File: src/rtl/fslm_pkg.sv
// Shared types, constants and register codes of the film-strip layout mapper.
`default_nettype none

package fslm_pkg;

    localparam int MAX_DIM_DEF = 4096;
    localparam int GEO_W       = 16;
    localparam int PIX_W       = 12;
    localparam int SRC_W       = 20;
    localparam int FRAC_W      = 8;
    localparam int MARGIN_DIV  = 6;
    localparam int GUTTER_DIV  = 24;
    localparam int CFG_DIM_W   = 13;
    localparam int CFG_FRM_W   = 5;
    localparam int CFG_HOLE_W  = 7;
    localparam int APB_DW      = 32;
    localparam int APB_AW      = 4;

    // (2^17 + 1) / 3: n * DIV3_RECIP >> 18 is n / 6 and >> 20 is n / 24, exact below 2^17
    localparam logic [31:0] DIV3_RECIP   = 32'd43691;
    localparam int          MARGIN_SHIFT = 18;
    localparam int          GUTTER_SHIFT = 20;

    localparam logic [CFG_DIM_W-1:0]  RST_WIDTH  = CFG_DIM_W'(640);
    localparam logic [CFG_DIM_W-1:0]  RST_HEIGHT = CFG_DIM_W'(480);
    localparam logic [CFG_FRM_W-1:0]  RST_FRAMES = CFG_FRM_W'(3);
    localparam logic [CFG_HOLE_W-1:0] RST_HOLE   = CFG_HOLE_W'(8);

    typedef enum logic [1:0] {
        REG_IMAGE_WIDTH,
        REG_IMAGE_HEIGHT,
        REG_FRAME_COUNT,
        REG_HOLE_SIZE
    } t_reg_idx;

    typedef enum logic [1:0] {
        CLASS_BLACK,
        CLASS_HOLE,
        CLASS_CONTENT
    } t_pix_class;

    typedef enum logic [1:0] {
        DRV_LOAD,
        DRV_CELL,
        DRV_GUTTER,
        DRV_DONE
    } t_drv_state;

    typedef struct packed {
        logic [PIX_W-1:0] pixel_x;
        logic [PIX_W-1:0] pixel_y;
    } t_pix_in;

    typedef struct packed {
        logic [1:0]       pixel_class;
        logic [SRC_W-1:0] source_x;
        logic [SRC_W-1:0] source_y;
    } t_pix_out;

    typedef struct packed {
        logic [CFG_DIM_W-1:0]  image_width;
        logic [CFG_DIM_W-1:0]  image_height;
        logic [CFG_FRM_W-1:0]  frame_count;
        logic [CFG_HOLE_W-1:0] hole_size;
    } t_cfg;

    typedef struct packed {
        logic [GEO_W-1:0]        w;
        logic [GEO_W-1:0]        h;
        logic [GEO_W-1:0]        frames;
        logic [GEO_W-1:0]        margin;
        logic [GEO_W-1:0]        h_less_m;
        logic [GEO_W-1:0]        ch;
        logic [GEO_W-1:0]        cell_w;
        logic [GEO_W-1:0]        gutter;
        logic [GEO_W-1:0]        cell_less_g;
        logic [GEO_W-1:0]        cw;
        logic [7:0]              pitch;
        logic [7:0]              off;
        logic [7:0]              off_end;
        logic signed [GEO_W-1:0] tlo;
        logic signed [GEO_W-1:0] thi;
        logic signed [GEO_W-1:0] blo;
        logic signed [GEO_W-1:0] bhi;
    } t_geom;

endpackage

`default_nettype wire

File: src/rtl/film_strip_layout_mapper.sv
// Top level of the film-strip layout mapper: registers, pixel pipeline and result stage.
//
//  channel   | handshake               | payload
//  ----------+-------------------------+---------------------------------
//  pixel in  | start high, busy low    | i_item  (pixel_x, pixel_y)
//  result    | o_strobe, one cycle     | o_result (class, source_x/y)
//  config    | APB write, pready tied  | pwdata at paddr 4*index
//
// One item per clock while busy is low. A 12-cell chain takes x apart by the
// frame cell and the hole pitch, a product stage follows, then a chain of one
// cell per quotient bit forms both source coordinates ahead of the result stage.
// After reset and after every register write, busy stays high while a serial
// divider forms the cell width and reciprocal products form the margin and gutter.
// The receiver cannot stall; results are never held.
`default_nettype none

module film_strip_layout_mapper #(
    parameter int MAX_DIM = fslm_pkg::MAX_DIM_DEF
) (
    input  logic                          i_clk,
    input  logic                          i_rst_n,
    input  logic                          start,
    output logic                          busy,
    input  fslm_pkg::t_pix_in             i_item,
    output logic                          o_strobe,
    output fslm_pkg::t_pix_out            o_result,
    input  logic                          psel,
    input  logic                          penable,
    input  logic                          pwrite,
    input  logic [fslm_pkg::APB_AW-1:0]   paddr,
    input  logic [fslm_pkg::APB_DW-1:0]   pwdata,
    output logic [fslm_pkg::APB_DW-1:0]   prdata,
    output logic                          pready
);

    localparam int DW   = $clog2(MAX_DIM) + 1;
    localparam int LW   = $clog2(MAX_DIM);
    localparam int GW   = fslm_pkg::GEO_W;
    localparam int PW   = fslm_pkg::PIX_W;
    localparam int RW_A = (DW > 8) ? DW : 8;
    localparam int QB_B = LW + fslm_pkg::FRAC_W;
    localparam int SW_A = PW + 3;

    // ---------------- configuration registers ----------------
    fslm_pkg::t_cfg  r_cfg, n_cfg;
    fslm_pkg::t_geom w_geo;
    logic            w_wr, w_busy;

    assign pready = 1'b1;
    assign w_wr   = psel && penable && pwrite;

    // write the addressed register, hold the rest
    always_comb begin
        n_cfg = r_cfg;
        if (w_wr) begin
            case (fslm_pkg::t_reg_idx'(paddr[3:2]))
                fslm_pkg::REG_IMAGE_WIDTH:  n_cfg.image_width  = pwdata[12:0];
                fslm_pkg::REG_IMAGE_HEIGHT: n_cfg.image_height = pwdata[12:0];
                fslm_pkg::REG_FRAME_COUNT:  n_cfg.frame_count  = pwdata[4:0];
                fslm_pkg::REG_HOLE_SIZE:    n_cfg.hole_size    = pwdata[6:0];
                default: begin
                end
            endcase
        end
    end

    always_comb begin
        case (fslm_pkg::t_reg_idx'(paddr[3:2]))
            fslm_pkg::REG_IMAGE_WIDTH:  prdata = 32'(r_cfg.image_width);
            fslm_pkg::REG_IMAGE_HEIGHT: prdata = 32'(r_cfg.image_height);
            fslm_pkg::REG_FRAME_COUNT:  prdata = 32'(r_cfg.frame_count);
            fslm_pkg::REG_HOLE_SIZE:    prdata = 32'(r_cfg.hole_size);
            default:                    prdata = '0;
        endcase
    end

    always_ff @(posedge i_clk) begin
        if (!i_rst_n) begin
            r_cfg.image_width  <= fslm_pkg::RST_WIDTH;
            r_cfg.image_height <= fslm_pkg::RST_HEIGHT;
            r_cfg.frame_count  <= fslm_pkg::RST_FRAMES;
            r_cfg.hole_size    <= fslm_pkg::RST_HOLE;
        end else begin
            r_cfg <= n_cfg;
        end
    end

    // refresh the geometry after reset and after every write
    fslm_derive #(
        .MAX_DIM (MAX_DIM)
    ) u_derive (
        .i_clk     (i_clk),
        .i_rst_n   (i_rst_n),
        .i_restart (w_wr),
        .i_cfg     (r_cfg),
        .o_busy    (w_busy),
        .o_geo     (w_geo)
    );

    assign busy = w_busy;

    // ---------------- entry: vertical tests ----------------
    logic                  w_acc, w_inside, w_band, w_top, w_yok;
    logic [GW-1:0]         w_x, w_y;
    logic signed [GW-1:0]  s_y, s_lo, s_hi;

    always_comb begin
        w_acc    = start && !w_busy;
        w_x      = GW'(i_item.pixel_x);
        w_y      = GW'(i_item.pixel_y);
        s_y      = $signed(w_y);
        w_inside = (w_x < w_geo.w) && (w_y < w_geo.h);
        w_band   = (w_y >= w_geo.margin) && (w_y < w_geo.h_less_m);
        // the top band wins where the two bands overlap
        w_top    = (w_y < w_geo.margin);
        s_lo     = w_top ? w_geo.tlo : w_geo.blo;
        s_hi     = w_top ? w_geo.thi : w_geo.bhi;
        w_yok    = (s_y >= s_lo) && (s_y < s_hi);
    end

    // ---------------- chain A: x by cell width and by hole pitch ----------------
    logic                 a_valid;
    logic [1:0][RW_A-1:0] a_rem;
    logic [1:0][PW-1:0]   a_lo;
    logic [SW_A-1:0]      a_side;

    fslm_div_chain #(
        .RW (RW_A),
        .QB (PW),
        .SW (SW_A)
    ) u_chain_a (
        .i_clk   (i_clk),
        .i_rst_n (i_rst_n),
        .i_valid (w_acc),
        .i_rem   ('0),
        .i_lo    ({i_item.pixel_x, i_item.pixel_x}),
        .i_div   ({RW_A'(w_geo.pitch), RW_A'(w_geo.cell_w)}),
        .i_side  ({i_item.pixel_y, w_inside, w_band, w_yok}),
        .o_valid (a_valid),
        .o_rem   (a_rem),
        .o_lo    (a_lo),
        .o_side  (a_side)
    );

    // ---------------- classify and form the numerators ----------------
    logic [PW-1:0]   w_ay;
    logic            w_ain, w_aband, w_ayok, w_content, w_hole;
    logic [GW-1:0]   w_lx, w_phase;
    logic [DW-1:0]   w_dx, w_dy;
    logic [2*DW-1:0] w_px, w_py;
    logic [1:0]      w_cls;

    logic            r_m_valid;
    logic [1:0]      r_m_cls;
    logic [2*DW-1:0] r_m_px, r_m_py;

    always_comb begin
        {w_ay, w_ain, w_aband, w_ayok} = a_side;
        w_lx      = GW'(a_rem[0]);
        w_phase   = GW'(a_rem[1]);
        w_content = w_ain && w_aband && (GW'(a_lo[0]) < w_geo.frames)
                    && (w_lx >= w_geo.gutter) && (w_lx < w_geo.cell_less_g);
        w_hole    = w_ain && !w_aband && w_ayok
                    && (w_phase >= GW'(w_geo.off)) && (w_phase < GW'(w_geo.off_end));
        if (w_content) begin
            w_cls = fslm_pkg::CLASS_CONTENT;
        end else if (w_hole) begin
            w_cls = fslm_pkg::CLASS_HOLE;
        end else begin
            w_cls = fslm_pkg::CLASS_BLACK;
        end
        // offsets wrap on non-content pixels; their results are dropped
        w_dx = DW'(w_lx - w_geo.gutter);
        w_dy = DW'(GW'(w_ay) - w_geo.margin);
        w_px = {{DW{1'b0}}, w_dx} * {{DW{1'b0}}, DW'(w_geo.w)};
        w_py = {{DW{1'b0}}, w_dy} * {{DW{1'b0}}, DW'(w_geo.h)};
    end

    always_ff @(posedge i_clk) begin
        if (!i_rst_n) begin
            r_m_valid <= 1'b0;
        end else begin
            r_m_valid <= a_valid;
        end
    end

    always_ff @(posedge i_clk) begin
        r_m_cls <= w_cls;
        r_m_px  <= w_px;
        r_m_py  <= w_py;
    end

    // ---------------- chain B: scaled offsets by content width and height ----------------
    logic                 b_valid;
    logic [1:0][QB_B-1:0] b_lo;
    logic [1:0]           b_side;

    // the top part of the numerator is already below the divisor
    fslm_div_chain #(
        .RW (DW),
        .QB (QB_B),
        .SW (2)
    ) u_chain_b (
        .i_clk   (i_clk),
        .i_rst_n (i_rst_n),
        .i_valid (r_m_valid),
        .i_rem   ({DW'(r_m_py >> LW), DW'(r_m_px >> LW)}),
        .i_lo    ({{r_m_py[LW-1:0], {fslm_pkg::FRAC_W{1'b0}}},
                   {r_m_px[LW-1:0], {fslm_pkg::FRAC_W{1'b0}}}}),
        .i_div   ({DW'(w_geo.ch), DW'(w_geo.cw)}),
        .i_side  (r_m_cls),
        .o_valid (b_valid),
        .o_rem   (),
        .o_lo    (b_lo),
        .o_side  (b_side)
    );

    // ---------------- result register ----------------
    logic               r_out_valid;
    fslm_pkg::t_pix_out r_out, n_out;

    always_comb begin
        n_out.pixel_class = b_side;
        if (b_side == fslm_pkg::CLASS_CONTENT) begin
            n_out.source_x = fslm_pkg::SRC_W'(b_lo[0]);
            n_out.source_y = fslm_pkg::SRC_W'(b_lo[1]);
        end else begin
            n_out.source_x = '0;
            n_out.source_y = '0;
        end
    end

    always_ff @(posedge i_clk) begin
        if (!i_rst_n) begin
            r_out_valid <= 1'b0;
        end else begin
            r_out_valid <= b_valid;
        end
    end

    always_ff @(posedge i_clk) begin
        r_out <= n_out;
    end

    assign o_strobe = r_out_valid;
    assign o_result = r_out;

endmodule

`default_nettype wire

File: src/rtl/fslm_div_cell.sv
// One restoring-division step for two lanes, with a registered sideband.
`default_nettype none

module fslm_div_cell #(
    parameter int RW = 13,
    parameter int QB = 12,
    parameter int SW = 1
) (
    input  logic                   i_clk,
    input  logic                   i_rst_n,
    input  logic                   i_valid,
    input  logic [1:0][RW-1:0]     i_rem,
    input  logic [1:0][QB-1:0]     i_lo,
    input  logic [1:0][RW-1:0]     i_div,
    input  logic [SW-1:0]          i_side,
    output logic                   o_valid,
    output logic [1:0][RW-1:0]     o_rem,
    output logic [1:0][QB-1:0]     o_lo,
    output logic [SW-1:0]          o_side
);

    logic [1:0][RW:0]   w_cand;
    logic [1:0]         w_take;
    logic [1:0][RW-1:0] n_rem;
    logic [1:0][QB-1:0] n_lo;
    logic               r_valid;
    logic [1:0][RW-1:0] r_rem;
    logic [1:0][QB-1:0] r_lo;
    logic [SW-1:0]      r_side;

    // shift in the next dividend bit, subtract where it fits
    always_comb begin
        for (int k = 0; k < 2; k++) begin
            w_cand[k] = {i_rem[k], i_lo[k][QB-1]};
            w_take[k] = (w_cand[k] >= {1'b0, i_div[k]});
            n_rem[k]  = w_take[k] ? RW'(w_cand[k] - {1'b0, i_div[k]}) : w_cand[k][RW-1:0];
            n_lo[k]   = {i_lo[k][QB-2:0], w_take[k]};
        end
    end

    always_ff @(posedge i_clk) begin
        if (!i_rst_n) begin
            r_valid <= 1'b0;
        end else begin
            r_valid <= i_valid;
        end
    end

    always_ff @(posedge i_clk) begin
        r_rem  <= n_rem;
        r_lo   <= n_lo;
        r_side <= i_side;
    end

    assign o_valid = r_valid;
    assign o_rem   = r_rem;
    assign o_lo    = r_lo;
    assign o_side  = r_side;

endmodule

`default_nettype wire

File: src/rtl/fslm_div_chain.sv
// Row of division cells, one quotient bit per cell, one item per clock.
`default_nettype none

module fslm_div_chain #(
    parameter int RW = 13,
    parameter int QB = 12,
    parameter int SW = 1
) (
    input  logic                   i_clk,
    input  logic                   i_rst_n,
    input  logic                   i_valid,
    input  logic [1:0][RW-1:0]     i_rem,
    input  logic [1:0][QB-1:0]     i_lo,
    input  logic [1:0][RW-1:0]     i_div,
    input  logic [SW-1:0]          i_side,
    output logic                   o_valid,
    output logic [1:0][RW-1:0]     o_rem,
    output logic [1:0][QB-1:0]     o_lo,
    output logic [SW-1:0]          o_side
);

    logic [QB:0]                w_valid;
    logic [QB:0][1:0][RW-1:0]   w_rem;
    logic [QB:0][1:0][QB-1:0]   w_lo;
    logic [QB:0][SW-1:0]        w_side;

    assign w_valid[0] = i_valid;
    assign w_rem[0]   = i_rem;
    assign w_lo[0]    = i_lo;
    assign w_side[0]  = i_side;

    for (genvar g = 0; g < QB; g++) begin : g_cell
        fslm_div_cell #(
            .RW (RW),
            .QB (QB),
            .SW (SW)
        ) u_cell (
            .i_clk   (i_clk),
            .i_rst_n (i_rst_n),
            .i_valid (w_valid[g]),
            .i_rem   (w_rem[g]),
            .i_lo    (w_lo[g]),
            .i_div   (i_div),
            .i_side  (w_side[g]),
            .o_valid (w_valid[g+1]),
            .o_rem   (w_rem[g+1]),
            .o_lo    (w_lo[g+1]),
            .o_side  (w_side[g+1])
        );
    end

    assign o_valid = w_valid[QB];
    assign o_rem   = w_rem[QB];
    assign o_lo    = w_lo[QB];
    assign o_side  = w_side[QB];

endmodule

`default_nettype wire

File: src/rtl/fslm_derive.sv
// Layout geometry from the registers: a serial divider for the cell width and a sequencer.
`default_nettype none

module fslm_derive #(
    parameter int MAX_DIM = fslm_pkg::MAX_DIM_DEF
) (
    input  logic                 i_clk,
    input  logic                 i_rst_n,
    input  logic                 i_restart,
    input  fslm_pkg::t_cfg       i_cfg,
    output logic                 o_busy,
    output fslm_pkg::t_geom      o_geo
);

    localparam int DW    = $clog2(MAX_DIM) + 1;
    localparam int CNT_W = $clog2(DW);
    localparam int GW    = fslm_pkg::GEO_W;

    fslm_pkg::t_drv_state r_state, n_state;
    logic [CNT_W-1:0] r_cnt, n_cnt;
    logic [DW-1:0]    r_rem, n_rem;
    logic [DW-1:0]    r_lo, n_lo;
    logic [DW-1:0]    r_margin, r_cell, r_gutter;

    logic [DW-1:0]                      w_w, w_h, w_div, w_rem_nx, w_lo_nx, w_q1;
    logic [DW-1:0]                      w_mq, w_m1, w_gq, w_g1;
    logic [31:0]                        w_mprod, w_gprod;
    logic [fslm_pkg::CFG_FRM_W-1:0]     w_frames;
    logic [fslm_pkg::CFG_HOLE_W-1:0]    w_hs, w_half;
    logic [DW:0]                        w_cand;
    logic                               w_take, w_last;
    logic signed [GW-1:0]               s_h, s_m, s_cell, s_g, s_ch, s_cw, s_half;
    logic signed [GW-1:0]               s_tcy, s_bcy;

    // zero reads as one, oversize saturates
    always_comb begin
        if (i_cfg.image_width == '0) begin
            w_w = DW'(1);
        end else if (32'(i_cfg.image_width) > MAX_DIM) begin
            w_w = DW'(MAX_DIM);
        end else begin
            w_w = DW'(i_cfg.image_width);
        end
        if (i_cfg.image_height == '0) begin
            w_h = DW'(1);
        end else if (32'(i_cfg.image_height) > MAX_DIM) begin
            w_h = DW'(MAX_DIM);
        end else begin
            w_h = DW'(i_cfg.image_height);
        end
        w_frames = (i_cfg.frame_count == '0) ? fslm_pkg::CFG_FRM_W'(1) : i_cfg.frame_count;
        w_hs     = (i_cfg.hole_size == '0) ? fslm_pkg::CFG_HOLE_W'(1) : i_cfg.hole_size;
    end

    // margin and gutter by reciprocal multiplication, at least one
    always_comb begin
        w_mprod = 32'(w_h) * fslm_pkg::DIV3_RECIP;
        w_mq    = DW'(w_mprod >> fslm_pkg::MARGIN_SHIFT);
        w_m1    = (w_mq == '0) ? DW'(1) : w_mq;
        w_gprod = 32'(r_cell) * fslm_pkg::DIV3_RECIP;
        w_gq    = DW'(w_gprod >> fslm_pkg::GUTTER_SHIFT);
        w_g1    = (w_gq == '0) ? DW'(1) : w_gq;
    end

    always_comb begin
        w_div    = DW'(w_frames);
        w_cand   = {r_rem, r_lo[DW-1]};
        w_take   = (w_cand >= {1'b0, w_div});
        w_rem_nx = w_take ? DW'(w_cand - {1'b0, w_div}) : w_cand[DW-1:0];
        w_lo_nx  = {r_lo[DW-2:0], w_take};
        w_q1     = (w_lo_nx == '0) ? DW'(1) : w_lo_nx;
        w_last   = (r_cnt == CNT_W'(DW - 1));
    end

    // next state
    always_comb begin
        case (r_state)
            fslm_pkg::DRV_LOAD:   n_state = fslm_pkg::DRV_CELL;
            fslm_pkg::DRV_CELL:   n_state = w_last ? fslm_pkg::DRV_GUTTER : fslm_pkg::DRV_CELL;
            fslm_pkg::DRV_GUTTER: n_state = fslm_pkg::DRV_DONE;
            fslm_pkg::DRV_DONE:   n_state = fslm_pkg::DRV_DONE;
            default:              n_state = fslm_pkg::DRV_LOAD;
        endcase
    end

    // outputs and divider datapath
    always_comb begin
        o_busy = (r_state != fslm_pkg::DRV_DONE);
        n_rem  = w_rem_nx;
        n_lo   = w_lo_nx;
        n_cnt  = CNT_W'(r_cnt + 1'b1);
        case (r_state)
            fslm_pkg::DRV_LOAD: begin
                n_rem = '0;
                n_lo  = w_w;
                n_cnt = '0;
            end
            fslm_pkg::DRV_GUTTER, fslm_pkg::DRV_DONE: begin
                n_rem = r_rem;
                n_lo  = r_lo;
                n_cnt = r_cnt;
            end
            default: begin
            end
        endcase
    end

    always_ff @(posedge i_clk) begin
        if (!i_rst_n || i_restart) begin
            r_state <= fslm_pkg::DRV_LOAD;
        end else begin
            r_state <= n_state;
        end
    end

    always_ff @(posedge i_clk) begin
        r_cnt <= n_cnt;
        r_rem <= n_rem;
        r_lo  <= n_lo;
        if (r_state == fslm_pkg::DRV_LOAD) begin
            r_margin <= w_m1;
        end
        if (r_state == fslm_pkg::DRV_CELL && w_last) begin
            r_cell <= w_q1;
        end
        if (r_state == fslm_pkg::DRV_GUTTER) begin
            r_gutter <= w_g1;
        end
    end

    always_comb begin
        s_h    = $signed(GW'(w_h));
        s_m    = $signed(GW'(r_margin));
        s_cell = $signed(GW'(r_cell));
        s_g    = $signed(GW'(r_gutter));
        s_ch   = s_h - (s_m <<< 1);
        s_cw   = s_cell - (s_g <<< 1);
        w_half = (w_hs >> 1 == '0) ? fslm_pkg::CFG_HOLE_W'(1) : (w_hs >> 1);
        s_half = $signed(GW'(w_half));
        s_tcy  = s_m >>> 1;
        s_bcy  = s_h - (s_m >>> 1);

        o_geo.w           = GW'(w_w);
        o_geo.h           = GW'(w_h);
        o_geo.frames      = GW'(w_frames);
        o_geo.margin      = GW'(r_margin);
        o_geo.h_less_m    = GW'(w_h - r_margin);
        o_geo.ch          = (s_ch < 1) ? GW'(1) : GW'(s_ch);
        o_geo.cell_w      = GW'(r_cell);
        o_geo.gutter      = GW'(r_gutter);
        o_geo.cell_less_g = GW'(r_cell - r_gutter);
        o_geo.cw          = (s_cw < 1) ? GW'(1) : GW'(s_cw);
        o_geo.pitch       = {w_hs, 1'b0};
        o_geo.off         = 8'(w_hs >> 1);
        o_geo.off_end     = 8'(w_hs >> 1) + 8'(w_hs);
        o_geo.tlo         = s_tcy - s_half;
        o_geo.thi         = s_tcy + s_half;
        o_geo.blo         = s_bcy - s_half;
        o_geo.bhi         = s_bcy + s_half;
    end

endmodule

`default_nettype wire

File: config.mk
export PLATFORM = sky130hd
export DESIGN_NAME = film_strip_layout_mapper
export DESIGN_NICKNAME = d
export VERILOG_FILES = /design/src/rtl/fslm_pkg.sv /design/src/rtl/film_strip_layout_mapper.sv /design/src/rtl/fslm_div_cell.sv /design/src/rtl/fslm_div_chain.sv /design/src/rtl/fslm_derive.sv
export SDC_FILE = /design/constraint.sdc
export NUM_CORES = 2
export LEC_CHECK = 0
export BUFFER_PORTS_ARGS = -buffer_cell sky130_fd_sc_hd__buf_2
export CORE_MARGIN = 10
export CORE_UTILIZATION = 40
export CTS_CLUSTER_SIZE = 40
export DETAILED_ROUTE_END_ITERATION = 10
export MAX_ROUTING_LAYER = met4
export SETUP_SLACK_MARGIN = 0.2
export SLEW_MARGIN = 20
export SYNTH_ARGS = -nofsm -noshare
export SYNTH_HDL_FRONTEND = slang
export SYNTH_SLANG_ARGS = --single-unit
File: constraint.sdc
create_clock -name i_clk -period 10.97 [get_ports i_clk]
set_clock_uncertainty 0.2 [all_clocks]
set_input_delay 1.097 -clock i_clk [delete_from_list [all_inputs] [get_ports i_clk]]
set_output_delay 1.097 -clock i_clk [all_outputs]
set_load 0.02 [all_outputs]
==> impl_metrics.tcl <==
set metrics [dict create \
    grt_overflow 0 \
    placed_area_um2 109000 \
    fin_area_um2 116000 \
    routed_wl_mm 245 \
    final-max-slew-violation-count 0 \
    track_usage_pct 17.6 \
    grt_first_pass_wirelength_mm 394 \
    status "complete, no violations" \
    grt_max_degree 74 \
    synth-seq-cells 1949 \
    power.share.clock_pct 19.0 \
    finalCritPeriodShare_pct 80.3 \
    drv_cap 0 \
    syn_avg_cell_area_um2 9.61 \
    power_frac_comb_pct 53.2 \
    synth.distinct_cells 84 \
    min_to "u_chain_a.g_cell[2].u_cell.o_lo[11]$_DFF_P_" \
    fill_cells 24200 \
    ios 143 \
    synth_top_area_share_pct 36.4 \
    via_per_inst 5.11 \
    finalSetupViolCount 0 \
    synth_edf_count 63 \
    grt_pass1_vias 74600 \
    met3_usage_pct 2.33 \
    fmax_mhz 114 \
    ctsHtreeMaxLevel 4 \
    die_area_um2 280000 \
    die_y_um 529 \
    holdPathStages 0 \
    drive_gt1_share_pct 7.39 \
    die_width_um 529 \
    gp_congestion 0.877 \
    busiest_layer "met2" \
    power.switching_mw 15.6 \
    rsz0062_at_grt "no" \
    start_kind "register" \
    p_seq_share_pct 27.7 \
    max-vdd-ir-drop_mv 0.527 \
    antenna_found_initial 14 \
    total_power_mw 38.7 \
    vias 74600 \
    worstMarginPinSlew_ns 1.15 \
    hpwl_mm 183 \
    fin_crit_ns 8.81 \
    crit_path_start "r_cfg[24]$_SDFFE_PN0P_" \
    holdBufCountCts 0 \
    synth_common_cells "dfxtp_1 (1886), ha_1 (1247), nand2_1 (1053)" \
    hold_viol_final 0 \
    r2r_cells 25 \
    syn_area_um2 104000 \
    syn_inst 10800 \
    initial_utilization_pct 40.3 \
    setup_tns_ns 0 \
    r2r-start "r_cfg[24]$_SDFFE_PN0P_" \
    arrival_ns 9.38 \
    leakagePower_nw 53.0 \
    rows 186 \
    ys_seq_area_share_pct 38.2 \
    p_per_area_nw_per_um2 334 \
    drc_errors 0 \
    cts_root_buf "clkbuf_16" \
    ant_nets 0 \
    timing.rr.end "u_chain_b.g_cell[16].u_cell.o_rem[18]$_DFF_P_" \
    cts_inserted_buffers 211 \
    cts_tree "yes" \
    clkTransAtPathRegs_ns 0.07 \
    nets 12700 \
    synth_ff_type "dfxtp_1" \
    required_ns 11.55 \
    cts_repair_resize_count 0 \
    internal_power_mw 23.2 \
    hp-start "u_chain_a.g_cell[1].u_cell.o_lo[22]$_DFF_P_" \
    cts_sinks 1949 \
    relSlewSlack_pct 22.8 \
    ys.warnings.count 0 \
    cts_setup_buffers 0 \
    synthTopCellsByArea "dfxtp_1 (36%), ha_1 (15%), fa_1 (7.9%)" \
    syn_to_final_growth_pct 11.9 \
    yosys.area.top_type "dfxtp_1" \
    clk_path_buf_depth 3 \
    path_class "register to register" \
    path_max_fanout 14 \
    synth_most_common_cell "dfxtp_1" \
    synthArstFlopShare_pct 0 \
    drtIter0Drc 4116 \
    met1_usage_pct 23.5 \
    io_buffer_count 101 \
    hold_class "register to register" \
    p_sw_share_pct 40.2 \
    endpoint_kind "register" \
    wire_per_inst_um 16.8 \
    first_pass_iters 6 \
    final_util_pct 45.1 \
    core_um2 257000 \
    clock_latency_ns 0.88 \
    ff2ff_setup_slack_ns 2.16 \
    grt_util_met2_pct 27.8 \
]
## cells by family (layout without fill, tap and decap cells)
| group | count (synthesis) | count (layout) | synth area share, % |
|---|---|---|---|
| AOI/OAI and AO/OA | 2220 | 2220 | 13.2 |
| xor gates and xnor gates | 670 | 670 | 5.66 |
| adders and majority gates | 1658 | 1658 | 23.0 |
| buffers and inverters | 1207 | 1584 | 4.45 |
| DFF | 1949 | 1949 | 38.2 |
| muxes | 243 | 243 | 2.58 |
| other | 2 | 31 | 0.00724 |
| and+or+nand+nor | 2844 | 2844 | 12.9 |
## power by group through the flow
stage	combinational [mW]	clock [mW]	sequential, mW
finish	20.6	7.38	10.7
global route	23.6	7.90	11.0
CTS	20.6	7.62	10.8
detailed placement	20.4	0	10.9
global placement	20.1	0	10.9
floorplan	16.4	0	10.5
## state kept, by name, summed over array words and instances (netlist names), 9 cells and up
name                             count
u_chain_b.g_cell.u_cell.o_lo       552
r_cfg                               38
u_derive.r_margin                   11
r_m_py                              25
r_m_px                              25
u_chain_b.g_cell.u_cell.o_valid     20
u_chain_b.g_cell.u_cell.o_side      40
u_chain_a.g_cell.u_cell.o_rem      308
u_derive.r_gutter                    9
u_derive.r_rem                      13
o_result                            42
u_derive.r_lo                       13
u_derive.r_cell                     13
u_chain_a.g_cell.u_cell.o_valid     12
u_chain_b.g_cell.u_cell.o_rem      494
u_chain_a.g_cell.u_cell.o_lo       144
u_chain_a.g_cell.u_cell.o_side     180
## through the flow
stage / std cells / hold slack (ns) / setup slack, ns
floorplan: 10800 / 0.110 / 1.83
global placement: 14200 / 0.110 / 2.24
detailed placement: 14200 / 0.112 / 2.19
CTS: 14600 / 0.0757 / 2.19
global route: 14600 / 0.0801 / 1.57
finish: 14600 / 0.0795 / 2.16
## final cells by class
cell class | count | area [um2] | area share [%]
clock buffer | 287 | 6010 | 5.17
antenna | 11 | 27.5 | 0.0237
sequential | 1949 | 39600 | 34.1
tap | 3384 | 4230 | 3.65
timing repair buffer | 207 | 1300 | 1.12
multi-input combinational | 7655 | 59800 | 51.5
inverter | 980 | 3680 | 3.17
clock inverter | 110 | 1430 | 1.23
## worst max-delay path, stage by stage, from the launching register on
cell,delay (ns)
dfxtp_1,0.31
inv_1,0.48
nand2_1,0.62
fa_1,0.64
nor2b_2,0.14
o21ai_2,0.07
a21boi_2,0.24
nor2_1,0.13
or4_1,0.53
nor4_2,0.42
nand4b_4,0.39
and2_1,0.41
nand2b_1,0.81
ha_1,0.45
nor2b_1,0.16
o21ai_0,0.20
a21boi_0,0.15
o21ai_0,0.20
nand2b_1,0.11
a21oi_1,0.23
o21ai_0,0.16
a221o_1,0.35
a21oi_1,0.23
o41ai_1,0.15
a211o_1,0.54
mux2_2,0.36
## layout by cell type, fill, tap and decap left out, drive strengths merged, types with 75 or more instances in the layout
master	n
nand2	1054
nand3	84
o21a	130
buf	207
a21oi	493
o31ai	134
nand4	157
o21ai	756
xnor2	457
nand2b	179
a21o	286
fa	411
a21boi	104
nor3	206
mux2i	94
nor2b	214
a211oi	75
dfxtp	1886
and2	128
nor2	622
inv	979
clkbuf	287
ha	1247
mux2	144
xor2	213
## per-layer routing
layer	vias up	wire [um]	share of wire [%]
met1	35400	118000	48
met2	1564	111000	45
met3	371	10300	4.2
met5	-	0	0
li1	37300	-	-
met4	0	6700	2.7
## worst max-delay path by stage
stage | cells after the start | endpoint
after floorplan | 33 | u_chain_b.g_cell[17].u_cell.o_rem[17]$_DFF_P_
after global placement | 31 | r_m_py[24]$_DFF_P_
after detailed placement | 25 | u_chain_b.g_cell[15].u_cell.o_rem[23]$_DFF_P_
after CTS | 25 | u_chain_b.g_cell[16].u_cell.o_rem[18]$_DFF_P_
after global routing | 33 | r_m_py[24]$_DFF_P_
final | 25 | u_chain_b.g_cell[16].u_cell.o_rem[18]$_DFF_P_
(Power assumes the default switching activity.)
